$ cat config.mk
export PLATFORM = sky130hd
export DESIGN_NAME = base4_exp_golomb_bit_encoder_unit_flat
export DESIGN_NICKNAME = d
export VERILOG_FILES = /design/src/design/b4eg_pkg.sv /design/src/design/b4eg_if.sv /design/src/design/b4eg_datapath.sv /design/src/design/b4eg_ctrl.sv /design/src/design/base4_exp_golomb_bit_encoder_unit.sv /design/src/flat_wrapper.sv
export SDC_FILE = /design/constraint.sdc
export NUM_CORES = 1
export LEC_CHECK = 0
export BUFFER_PORTS_ARGS = -buffer_cell sky130_fd_sc_hd__buf_2
export CORE_UTILIZATION = 30
export CTS_CLUSTER_DIAMETER = 120
export CTS_CLUSTER_SIZE = 20
export DETAILED_ROUTE_END_ITERATION = 6
export GPL_TIMING_DRIVEN = 0
export PLACE_DENSITY = 0.53
export SLEW_MARGIN = 20
export SYNTH_ARGS = -nofsm -noshare
export SYNTH_HDL_FRONTEND = slang
export SYNTH_SLANG_ARGS = --single-unit
$ cat constraint.sdc
create_clock -name clk -period 4.05 [get_ports clk]
set_input_delay 1.0125 -clock clk [delete_from_list [all_inputs] [get_ports clk]]
set_output_delay 1.0125 -clock clk [all_outputs]
set_load 0.01 [all_outputs]
$ cat src/design/b4eg_pkg.sv
package b4eg_pkg;

  // Width of the value field on the input channel.
  localparam int B4EG_IN_W = 32;

  // Default number of significant input bits.
  localparam int B4EG_VALUE_BITS = 32;

  // The code is built from s = 3*v + 6, then the payload is a long division by 3.
  localparam int unsigned B4EG_BIAS = 6;
  localparam logic [2:0]  B4EG_DIVISOR = 3'd3;

  // Sequencer states.
  typedef enum logic [1:0] {
    ST_IDLE,
    ST_NORM,
    ST_PREFIX,
    ST_PAYLOAD
  } b4eg_state_t;

  // Commands from the sequencer to the shift-register datapath.
  typedef struct packed {
    logic load;
    logic norm_shift;
    logic pay_shift;
  } b4eg_ctl_t;

  // Status from the datapath to the sequencer.
  typedef struct packed {
    logic top_nz;
    logic qbit;
  } b4eg_sts_t;

endpackage

$ cat src/design/b4eg_if.sv
// Input channel: one value per beat.
interface b4eg_in_if;
  import b4eg_pkg::*;

  logic                 valid;
  logic                 ready;
  logic [B4EG_IN_W-1:0] value;

  modport source (output valid, output value, input ready);
  modport sink (input valid, input value, output ready);
endinterface

// Result channel: one code bit per beat.
interface b4eg_out_if;
  logic valid;
  logic ready;
  logic code_bit;
  logic last;

  modport source (output valid, output code_bit, output last, input ready);
  modport sink (input valid, input code_bit, input last, output ready);
endinterface

$ cat src/design/b4eg_datapath.sv
module b4eg_datapath #(
  parameter int VALUE_BITS = 32
) (
  input  logic                          clk,
  input  logic [b4eg_pkg::B4EG_IN_W-1:0] value,
  input  b4eg_pkg::b4eg_ctl_t            ctl,
  output b4eg_pkg::b4eg_sts_t            sts
);
  import b4eg_pkg::*;

  // Significant input bits, and the even width that holds 3*v + 6.
  localparam int W   = (VALUE_BITS < B4EG_IN_W) ? VALUE_BITS : B4EG_IN_W;
  localparam int SW  = W + 2;
  localparam int SWE = SW + (SW % 2);

  logic [SWE-1:0] sreg_r, sreg_nxt;
  logic [1:0]     rem_r, rem_nxt;
  logic [SWE-1:0] v_ext;
  logic [1:0]     top;
  logic [2:0]     trial;
  logic           qbit;

  assign v_ext = SWE'(value[W-1:0]);
  assign top   = sreg_r[SWE-1 -: 2];

  // One step of the long division by three, MSB first.
  assign trial = {rem_r, sreg_r[SWE-1]};
  assign qbit  = (trial >= B4EG_DIVISOR);

  assign sts.top_nz = |top;
  assign sts.qbit   = qbit;

  // Load s, shift a base-4 digit per cycle while normalizing, a bit per payload beat.
  always_comb begin
    sreg_nxt = sreg_r;
    rem_nxt  = rem_r;
    if (ctl.load) begin
      sreg_nxt = v_ext + (v_ext << 1) + SWE'(B4EG_BIAS);
    end else if (ctl.norm_shift) begin
      sreg_nxt = sreg_r << 2;
      // Dropping 4^h from the leading digit leaves a remainder below three.
      if (|top) begin
        rem_nxt = top - 2'd1;
      end
    end else if (ctl.pay_shift) begin
      sreg_nxt = sreg_r << 1;
      rem_nxt  = qbit ? 2'(trial - B4EG_DIVISOR) : trial[1:0];
    end
  end

  always_ff @(posedge clk) begin
    sreg_r <= sreg_nxt;
    rem_r  <= rem_nxt;
  end

endmodule

$ cat src/design/b4eg_ctrl.sv
module b4eg_ctrl #(
  parameter int VALUE_BITS = 32
) (
  input  logic                clk,
  input  logic                rst_n,
  input  logic                in_valid,
  output logic                in_ready,
  output logic                out_valid,
  input  logic                out_ready,
  output logic                out_code_bit,
  output logic                out_last,
  input  b4eg_pkg::b4eg_sts_t sts,
  output b4eg_pkg::b4eg_ctl_t ctl
);
  import b4eg_pkg::*;

  localparam int W   = (VALUE_BITS < B4EG_IN_W) ? VALUE_BITS : B4EG_IN_W;
  localparam int SW  = W + 2;
  localparam int SWE = SW + (SW % 2);
  localparam int ND  = SWE / 2;
  localparam int HW  = $clog2(ND);
  localparam int CW  = $clog2(SWE);

  b4eg_state_t   state_r, state_nxt;
  logic [CW-1:0] cnt_r, cnt_nxt;
  logic [HW-1:0] hreg_r, hreg_nxt;
  logic          cnt_one;
  logic          out_fire;

  assign cnt_one  = (cnt_r == CW'(1));
  assign out_fire = out_valid && out_ready;

  // Next state.
  always_comb begin
    state_nxt = state_r;
    unique case (state_r)
      ST_IDLE:    if (in_valid) state_nxt = ST_NORM;
      ST_NORM:    if (sts.top_nz) state_nxt = ST_PREFIX;
      ST_PREFIX:  if (out_ready && cnt_one) state_nxt = ST_PAYLOAD;
      ST_PAYLOAD: if (out_ready && cnt_one) state_nxt = ST_IDLE;
      default:    state_nxt = ST_IDLE;
    endcase
  end

  // Outputs and counters.
  always_comb begin
    in_ready       = 1'b0;
    out_valid      = 1'b0;
    out_code_bit   = 1'b0;
    out_last       = 1'b0;
    ctl.load       = 1'b0;
    ctl.norm_shift = 1'b0;
    ctl.pay_shift  = 1'b0;
    cnt_nxt        = cnt_r;
    hreg_nxt       = hreg_r;
    unique case (state_r)
      ST_IDLE: begin
        in_ready = 1'b1;
        ctl.load = in_valid;
        // The counter walks the base-4 digits from the top.
        if (in_valid) cnt_nxt = CW'(ND - 1);
      end
      ST_NORM: begin
        ctl.norm_shift = 1'b1;
        // The leading digit's index is the half length h.
        if (sts.top_nz) begin
          hreg_nxt = cnt_r[HW-1:0];
        end else begin
          cnt_nxt = cnt_r - CW'(1);
        end
      end
      ST_PREFIX: begin
        // Unary prefix: h-1 zeros, then a one.
        out_valid    = 1'b1;
        out_code_bit = cnt_one;
        if (out_ready) begin
          cnt_nxt = cnt_one ? CW'({hreg_r, 1'b0}) : cnt_r - CW'(1);
        end
      end
      ST_PAYLOAD: begin
        out_valid     = 1'b1;
        out_code_bit  = sts.qbit;
        out_last      = cnt_one;
        ctl.pay_shift = out_ready;
        if (out_ready) cnt_nxt = cnt_r - CW'(1);
      end
      default: begin
        in_ready = 1'b0;
      end
    endcase
  end

  always_ff @(posedge clk) begin
    if (!rst_n) begin
      state_r <= ST_IDLE;
      cnt_r   <= '0;
      hreg_r  <= '0;
    end else begin
      state_r <= state_nxt;
      cnt_r   <= cnt_nxt;
      hreg_r  <= hreg_nxt;
    end
  end

`ifndef SYNTHESIS
  // Input is only taken when no code bit is pending.
  a_ready_excl: assert property (@(posedge clk) disable iff (!rst_n)
    in_ready |-> !out_valid)
    else $error("input ready while a code bit is pending");

  // The final beat of a codeword frees the block for the next value.
  a_last_frees: assert property (@(posedge clk) disable iff (!rst_n)
    (out_fire && out_last) |=> in_ready)
    else $error("block not idle after final code bit");

  // The bit counter never runs out before the final bit, in prefix or payload.
  a_cnt_live: assert property (@(posedge clk) disable iff (!rst_n)
    (out_valid && !in_ready) |-> (cnt_r != '0))
    else $error("bit counter empty while emitting");

  // Normalizing always ends with a nonzero leading digit at h of one or more.
  a_h_min: assert property (@(posedge clk) disable iff (!rst_n)
    (state_r == ST_NORM && sts.top_nz) |-> (cnt_r != '0))
    else $error("leading digit found at index zero");
`endif

endmodule

$ cat src/design/base4_exp_golomb_bit_encoder_unit.sv
// Base-4 exp-Golomb encoder, one code bit per output beat.
// Per value: accept, normalize from the top digit down, one base-4 digit shifted per cycle
// (ND = (VALUE_BITS+2 rounded even)/2 digits, 17 at 32 bits), then 3h output beats.
// A new value is taken only after the final code bit; out_ready can stall each beat.
// The code-bit shift register and the 2-bit division remainder give a bit per beat.
// Active-low synchronous reset returns the sequencer to idle; the datapath is not reset.
module base4_exp_golomb_bit_encoder_unit #(
  parameter int VALUE_BITS = b4eg_pkg::B4EG_VALUE_BITS
) (
  input logic      clk,
  input logic      rst_n,
  b4eg_in_if.sink  in_ch,
  b4eg_out_if.source out_ch
);
  import b4eg_pkg::*;

  b4eg_ctl_t ctl;
  b4eg_sts_t sts;

  // Shift register, leading-digit detect and divide-by-three step.
  b4eg_datapath #(
    .VALUE_BITS (VALUE_BITS)
  ) u_datapath (
    .clk   (clk),
    .value (in_ch.value),
    .ctl   (ctl),
    .sts   (sts)
  );

  // Sequencer for normalize, prefix and payload phases.
  b4eg_ctrl #(
    .VALUE_BITS (VALUE_BITS)
  ) u_ctrl (
    .clk          (clk),
    .rst_n        (rst_n),
    .in_valid     (in_ch.valid),
    .in_ready     (in_ch.ready),
    .out_valid    (out_ch.valid),
    .out_ready    (out_ch.ready),
    .out_code_bit (out_ch.code_bit),
    .out_last     (out_ch.last),
    .sts          (sts),
    .ctl          (ctl)
  );

endmodule
$ cat src/flat_wrapper.sv
// flat-port wrapper written by rule: the top's interface ports become plain ports
module base4_exp_golomb_bit_encoder_unit_flat import b4eg_pkg::*;
#(
  parameter int VALUE_BITS = b4eg_pkg::B4EG_VALUE_BITS
)
  (clk, rst_n, in_ch_valid, in_ch_value, in_ch_ready, out_ch_valid, out_ch_code_bit, out_ch_last, out_ch_ready);
  b4eg_in_if in_ch_i ();
  b4eg_out_if out_ch_i ();
  input logic clk;
  input logic rst_n;
  input wire logic [$bits(in_ch_i.valid)-1:0] in_ch_valid;
  input wire logic [$bits(in_ch_i.value)-1:0] in_ch_value;
  output wire logic [$bits(in_ch_i.ready)-1:0] in_ch_ready;
  output wire logic [$bits(out_ch_i.valid)-1:0] out_ch_valid;
  output wire logic [$bits(out_ch_i.code_bit)-1:0] out_ch_code_bit;
  output wire logic [$bits(out_ch_i.last)-1:0] out_ch_last;
  input wire logic [$bits(out_ch_i.ready)-1:0] out_ch_ready;
  assign in_ch_i.valid = in_ch_valid;
  assign in_ch_i.value = in_ch_value;
  assign in_ch_ready = in_ch_i.ready;
  assign out_ch_valid = out_ch_i.valid;
  assign out_ch_code_bit = out_ch_i.code_bit;
  assign out_ch_last = out_ch_i.last;
  assign out_ch_i.ready = out_ch_ready;
  base4_exp_golomb_bit_encoder_unit #(.VALUE_BITS(VALUE_BITS)) u_core (.clk(clk), .rst_n(rst_n), .in_ch(in_ch_i), .out_ch(out_ch_i));
endmodule
## Word level (Yosys, flattened, before mapping)

Cells that the tools add are included.

| storage, ports and cells | value |
|---|---|
| bits in registers | 49 |
| input bits | 36 |
| logic and storage cells | 59 |
| output and inout port bits | 4 |

| operators by class | value |
|---|---|
| bitwise gates (word level) | 1 |
| eq/ne operators | 12 |
| add/subtract/negate cells | 5 |
| reduce and logical (&&, ||, !) cells | 10 |
| magnitude comparators | 1 |
| muxes and demuxes | 25 |

Operators with widths:

| kind | number |
|---|---|
| 34-bit 2-to-1 mux | 3 |
| 32-bit by 33-bit adder with 34-bit output | 1 |
| 34-bit by 3-bit adder with 34-bit output, second input constant | 1 |
| 6-bit 2-to-1 mux | 5 |
| 6-bit one-hot mux with 4 select lines | 1 |
| 2-bit 2-to-1 mux | 8 |
| 2-bit inequality test, second input constant | 7 |
| 2-bit one-hot mux with 4 select lines | 1 |
| 4-bit AND reduction | 2 |
| 6-bit by 1-bit equality test with 1-bit output, second input constant | 1 |
| 1-bit 2-to-1 mux | 6 |
| 6-bit by 1-bit subtractor with 6-bit output, second input constant | 1 |
| 2-bit equality test, second input constant | 2 |
| 2-bit OR reduction | 2 |
| 3-bit by 2-bit greater-or-equal comparator with 1-bit output, second input constant | 1 |
| 3-bit AND reduction | 1 |
| 3-bit nonzero test | 1 |
| 2-bit by 1-bit equality test with 1-bit output, second input constant | 1 |
| 2-bit logical NOT | 1 |
| 2-bit by 1-bit inequality test with 1-bit output, second input constant | 1 |
| 1-bit one-hot mux with 2 select lines | 1 |
| 2-bit AND reduction | 1 |
| 2-bit nonzero test | 1 |
| 2-bit by 1-bit subtractor with 2-bit output, second input constant | 1 |
| other kinds (3) | 3 |

## Logic depth before layout (Yosys ltp)

| depth | value |
|---|---|
| depth after elaboration | 5 |
| mapped depth | 13 |
| gate-level depth less buffers | 12 |

## Cells and area by module

A second synthesis with hierarchy kept.

| second synthesis, totals | value |
|---|---|
| cell total of the unflattened synthesis | 550 |
| area total of the unflattened synthesis | 4795.8 um^2 |

By module, submodules not included:

| module | times used | area each (um^2) | cells each | seq. area each (um^2) |
|---|---|---|---|---|
| b4eg_datapath | 1 | 3863.7 | 428 | 1081.0 |
| b4eg_ctrl | 1 | 932.1 | 122 | 260.2 |

## Worst setup path before layout

OpenSTA, ideal clock, no wires.

| timing | value |
|---|---|
| path type | input-to-reg |
| start point | input port in_ch_value[1] |
| end point | register u_core.u_datapath.sreg_r[22] (data pin) |
| setup slack | 0.485 ns |
| cell stages on the path | 12 |
| arrival time | 3.310 ns |
| library setup time | 0.255 ns |
| data required time | 3.795 ns |
| path buffers | 0 |
| cell sequence | inv_1 ha_1 inv_1 ha_1 fa_1 a211oi_1 o21a_1 a211oi_2 o211ai_1 a2111oi_2 or3_1 a31o_1 |

| between the ends | value |
|---|---|
| cells in the longest elaborated chain, start to end | 3 |

Ends and longest elaborated chain:

| item | line | text |
|---|---|---|
| start: declaration | flat_wrapper.sv:12 | `input wire logic [$bits(in_ch_i.value)-1:0] in_ch_value;` |
| 32-bit by 33-bit adder with 34-bit output | b4eg_datapath.sv:38 | `sreg_nxt = v_ext + (v_ext << 1) + SWE'(B4EG_BIAS);` |
| 34-bit by 3-bit adder with 34-bit output | b4eg_datapath.sv:38 |  |
| 34-bit 2-to-1 mux | b4eg_datapath.sv:37 | `if (ctl.load) begin` |
| named net u_core.u_datapath.sreg_nxt[22] | b4eg_datapath.sv:16 | `logic [SWE-1:0] sreg_r, sreg_nxt;` |
| end signal: assignment | b4eg_datapath.sv:52 | `sreg_r <= sreg_nxt;` |
| end: declaration | b4eg_datapath.sv:16 |  |

The timed path passes the listed nets, and every way through them passes these cells.
A chain may end at the register's enable or synchronous reset.

## Worst setup path in the final report

Same ends and word-level chain as after synthesis.

==> results by group <==
Timing
  • Final Setup Violations: 0
  • FMAX: approximately 270 MHz
  • Hold Vio Cnt, Final: 0
  • Skew final: between 0.009 and 0.01 ns
  • Setup Total Neg Slack: 0 ns
  • Tightest Pin Transition: around 0.84 ns
  • Fin crit period: around 3.7 ns
  • RSZ-0062 raised after global routing: no
  • Slew HR: 0.439
  • Final period util: 0.907
  • Fin. max-slew vios: 0

Min path
  • Hold EP: u_core.u_ctrl.hreg_r[1]
  • Hold path depth: 2
  • Hold Path Origin: u_core.u_ctrl.hreg_r[1]
  • Worst hold path type: reg2reg

Worst setup path
  • Worst reg-to-reg path cell count: 6
  • Critical path arrival: roughly 3.7 ns
  • R2r setup slk: 0.96 ns
  • RR Startpoint: u_core.u_ctrl.state_r[0]
  • CP top delay family: compound AO/OA/AOI/OAI gates
  • CP max stage delay: about 0.43 ns
  • Worst path slowest cell: fa_1
  • Critical Path Start Type: input pin
  • CP endpoint kind: flop
  • Worst r2r dst: u_core.u_datapath.sreg_r[31]
  • Worst path cell trace: buf_2 > inv_1 > ha_1 > inv_1 > ha_1 > fa_1 > a211oi_1 > o21a_1 > a211oi_2 > o211ai_1 > a2111oi_2 > or3_1 > a31o_1
  • Worst path bufs/invs: 3
  • Crit path kind: in2reg
  • Worst Path Required: a little over 4 ns
  • Worst-path maximum fanout: 4

Global route
  • Initial antenna violation count: 0
  • Vias in the first global route: ~4000
  • Grt total ovfl: 0
  • GR Util All Layers: 0.142
  • Largest net degree at the start of global routing: 35
  • First-pass GRT wire length: between 15 and 20 mm

Detailed routing
  • WL final: 11.3 mm
  • DR DRC count: 0
  • Routed WL per cell: ~14 um
  • Drt via density: between 5 and 6
  • Pre-antenna DRT Iters: 5
  • Antenna-violating nets left: 0
  • Vias: approximately 4200
  • Initial DRC count: around 210

Outcome
  • Status: finished clean

Finish
  • Fillers: ~1700
  • Ant. Diodes: 0
  • Nets: ~710
  • Register area: 1340 um^2
  • Finished Layout Cells: 817
  • Most common cell after layout, fill and taps aside: ha_1
  • Commonest cells after routing, fill and taps aside: ha_1 (70), nand2_1 (56), a21oi_1 (50)
  • Layout cell share with drive strength beyond 1: 0.118
  • Area Growth Syn to Fin: 13.2%
  • Area of the multi-input gates: between 3000 and 4000 um^2
  • Final Util: 0.346

Synth
  • Synth top area share: 0.224
  • Synth unique cells: 58
  • Syn_area_per_cell: 8.73 um^2
  • Post-Synthesis Cell Area: about 4800 um^2
  • Top cells by area, synth: edfxtp_1 (22%), ha_1 (18%), dfxtp_1 (5.4%), a21oi_1 (5.2%), mux2i_1 (4.8%)
  • Syn_nets: approximately 660
  • #FFs+latches synth: roughly 50
  • Ys flop type: edfxtp_1
  • Synthesis warning total: 0
  • Seq/Total Area, Yosys: 0.277
  • Async set-reset flop share out of synthesis: 0
  • Area leader, netlist: edfxtp_1
  • EDFF count, synth: 36
  • Synth Instances: about 550

Run
  • Max cap viols: 0

Clock tree
  • Setup bufs post-CTS: 0
  • CTS root buf: clkbuf_16
  • H-tree levels: 2
  • Post-CTS sizing: 0
  • Sink Count: 49
  • CTS buffer count: 5
  • Clk slew on worst S/H paths: around 0.07 ns
  • CTS tree: yes
  • Clock Path Buffers: 2
  • Clk Latency, worst-skew pair: 0.30 ns
  • # hold bufs at CTS: 0

Place
  • Gpl congestion: 0.835
  • Port Buf Inserts: 39
  • HPWL after DPL: 9.11 mm
  • Post-placement cell count: around 810

Die
  • Initial Utilization: 0.306
  • Die width: about 130 um
  • Placement Rows: 46
  • Io pins: 40
  • Core Region: 15800 um^2
  • Die footprint: 16600 um^2
  • Die H: 129 um

Power
  • Pleak: between 2 and 2.5 nW
  • Maximum vdd drop: around 0.29 mV
  • Power Density: just under 600 nW/um^2
==> report_power, final <==
part | internal, mW | switching (mW) | total, mW
combinational | 0.649 | 1.01 | 1.66
clock | 0.296 | 0.199 | 0.495
sequential | 0.916 | 0.138 | 1.05
total | 1.86 | 1.34 | 3.20
==> stage by stage <==
step	setup slack [ns]	hold WS (ns)	cell area [um^2]	total power, mW
floorplan	0.485	0.444	4840	2.29
global placement	0.0306	0.456	5300	2.68
detailed placement	0.0456	0.461	5300	2.72
CTS	0.344	0.475	5480	3.23
global route	0.187	0.498	5480	3.49
finish	0.376	0.470	5480	3.20
==> cell usage after synthesis, drive strengths merged (10+ instances only) <==
master  number
inv         23
o21ai       30
nor2        36
dfxtp       13
nor2b       15
edfxtp      36
ha          70
a21o        22
a211oi      17
mux2i       23
buf         11
xor2        10
nand2       57
a21oi       51
nand3       15
xnor2       13
clkbuf      17
==> registers in the layout, summed over array words and instances (netlist names) <==
signal and count:
u_core.u_datapath.sreg_r 34, u_core.u_ctrl.hreg_r 5, u_core.u_ctrl.cnt_r 6, u_core.u_datapath.rem_r 2
u_core.u_ctrl.state_r 2
==> kinds of logic (layout without fill, tap and decap cells) <==
family	Yosys count	after routing	share of synthesized area
buffers and inverters	51	98	0.0435
DFF	49	49	0.277
adders and majority gates	71	71	0.185
muxes	25	25	0.0523
and+or+nand+nor	162	162	0.159
AOI/OAI and AO/OA	173	173	0.241
xor gates and xnor gates	23	23	0.0417
==> layout make-up <==
type                    count  area share
plain buffers              28      0.0226
clock buffers               5      0.0228
clock inverters             3     0.00868
inverters                  23      0.0158
multi-input cells         454       0.600
flip-flops and latches     49       0.245
well taps                 216      0.0493
repair buffers             39      0.0356
==> worst register-to-register path, delay by kind of cell (launching register included) <==
kind | cells | cell delay, ns
buf+inv | 3 | 1.32
simple gates | 1 | 0.63
flops | 1 | 0.41
fa+ha+maj | 1 | 0.24
compound gates | 1 | 0.11
==> worst max-delay path by stage <==
stage / start / end / slack, ns / cells after the start
floorplan: in_ch_value[1] / u_core.u_datapath.sreg_r[22] / 0.49 / 12
global placement: in_ch_value[1] / u_core.u_datapath.sreg_r[22] / 0.03 / 13
detailed placement: in_ch_value[1] / u_core.u_datapath.sreg_r[22] / 0.05 / 13
CTS: in_ch_value[1] / u_core.u_datapath.sreg_r[22] / 0.34 / 13
global route: in_ch_value[2] / u_core.u_datapath.sreg_r[22] / 0.19 / 13
finish: in_ch_value[1] / u_core.u_datapath.sreg_r[22] / 0.38 / 13
==> per-layer routing <==
layer | vias up | global-route usage | part of all wire
li1 | 2140 | - | -
met4 | 0 | 0.0215 | 0.0077
met1 | 1982 | 0.189 | 0.47
met5 | - | 0 | 0
met3 | 8 | 0.0191 | 0.036
met2 | 82 | 0.250 | 0.49
Note: power is estimated with default switching activity, not from simulation.
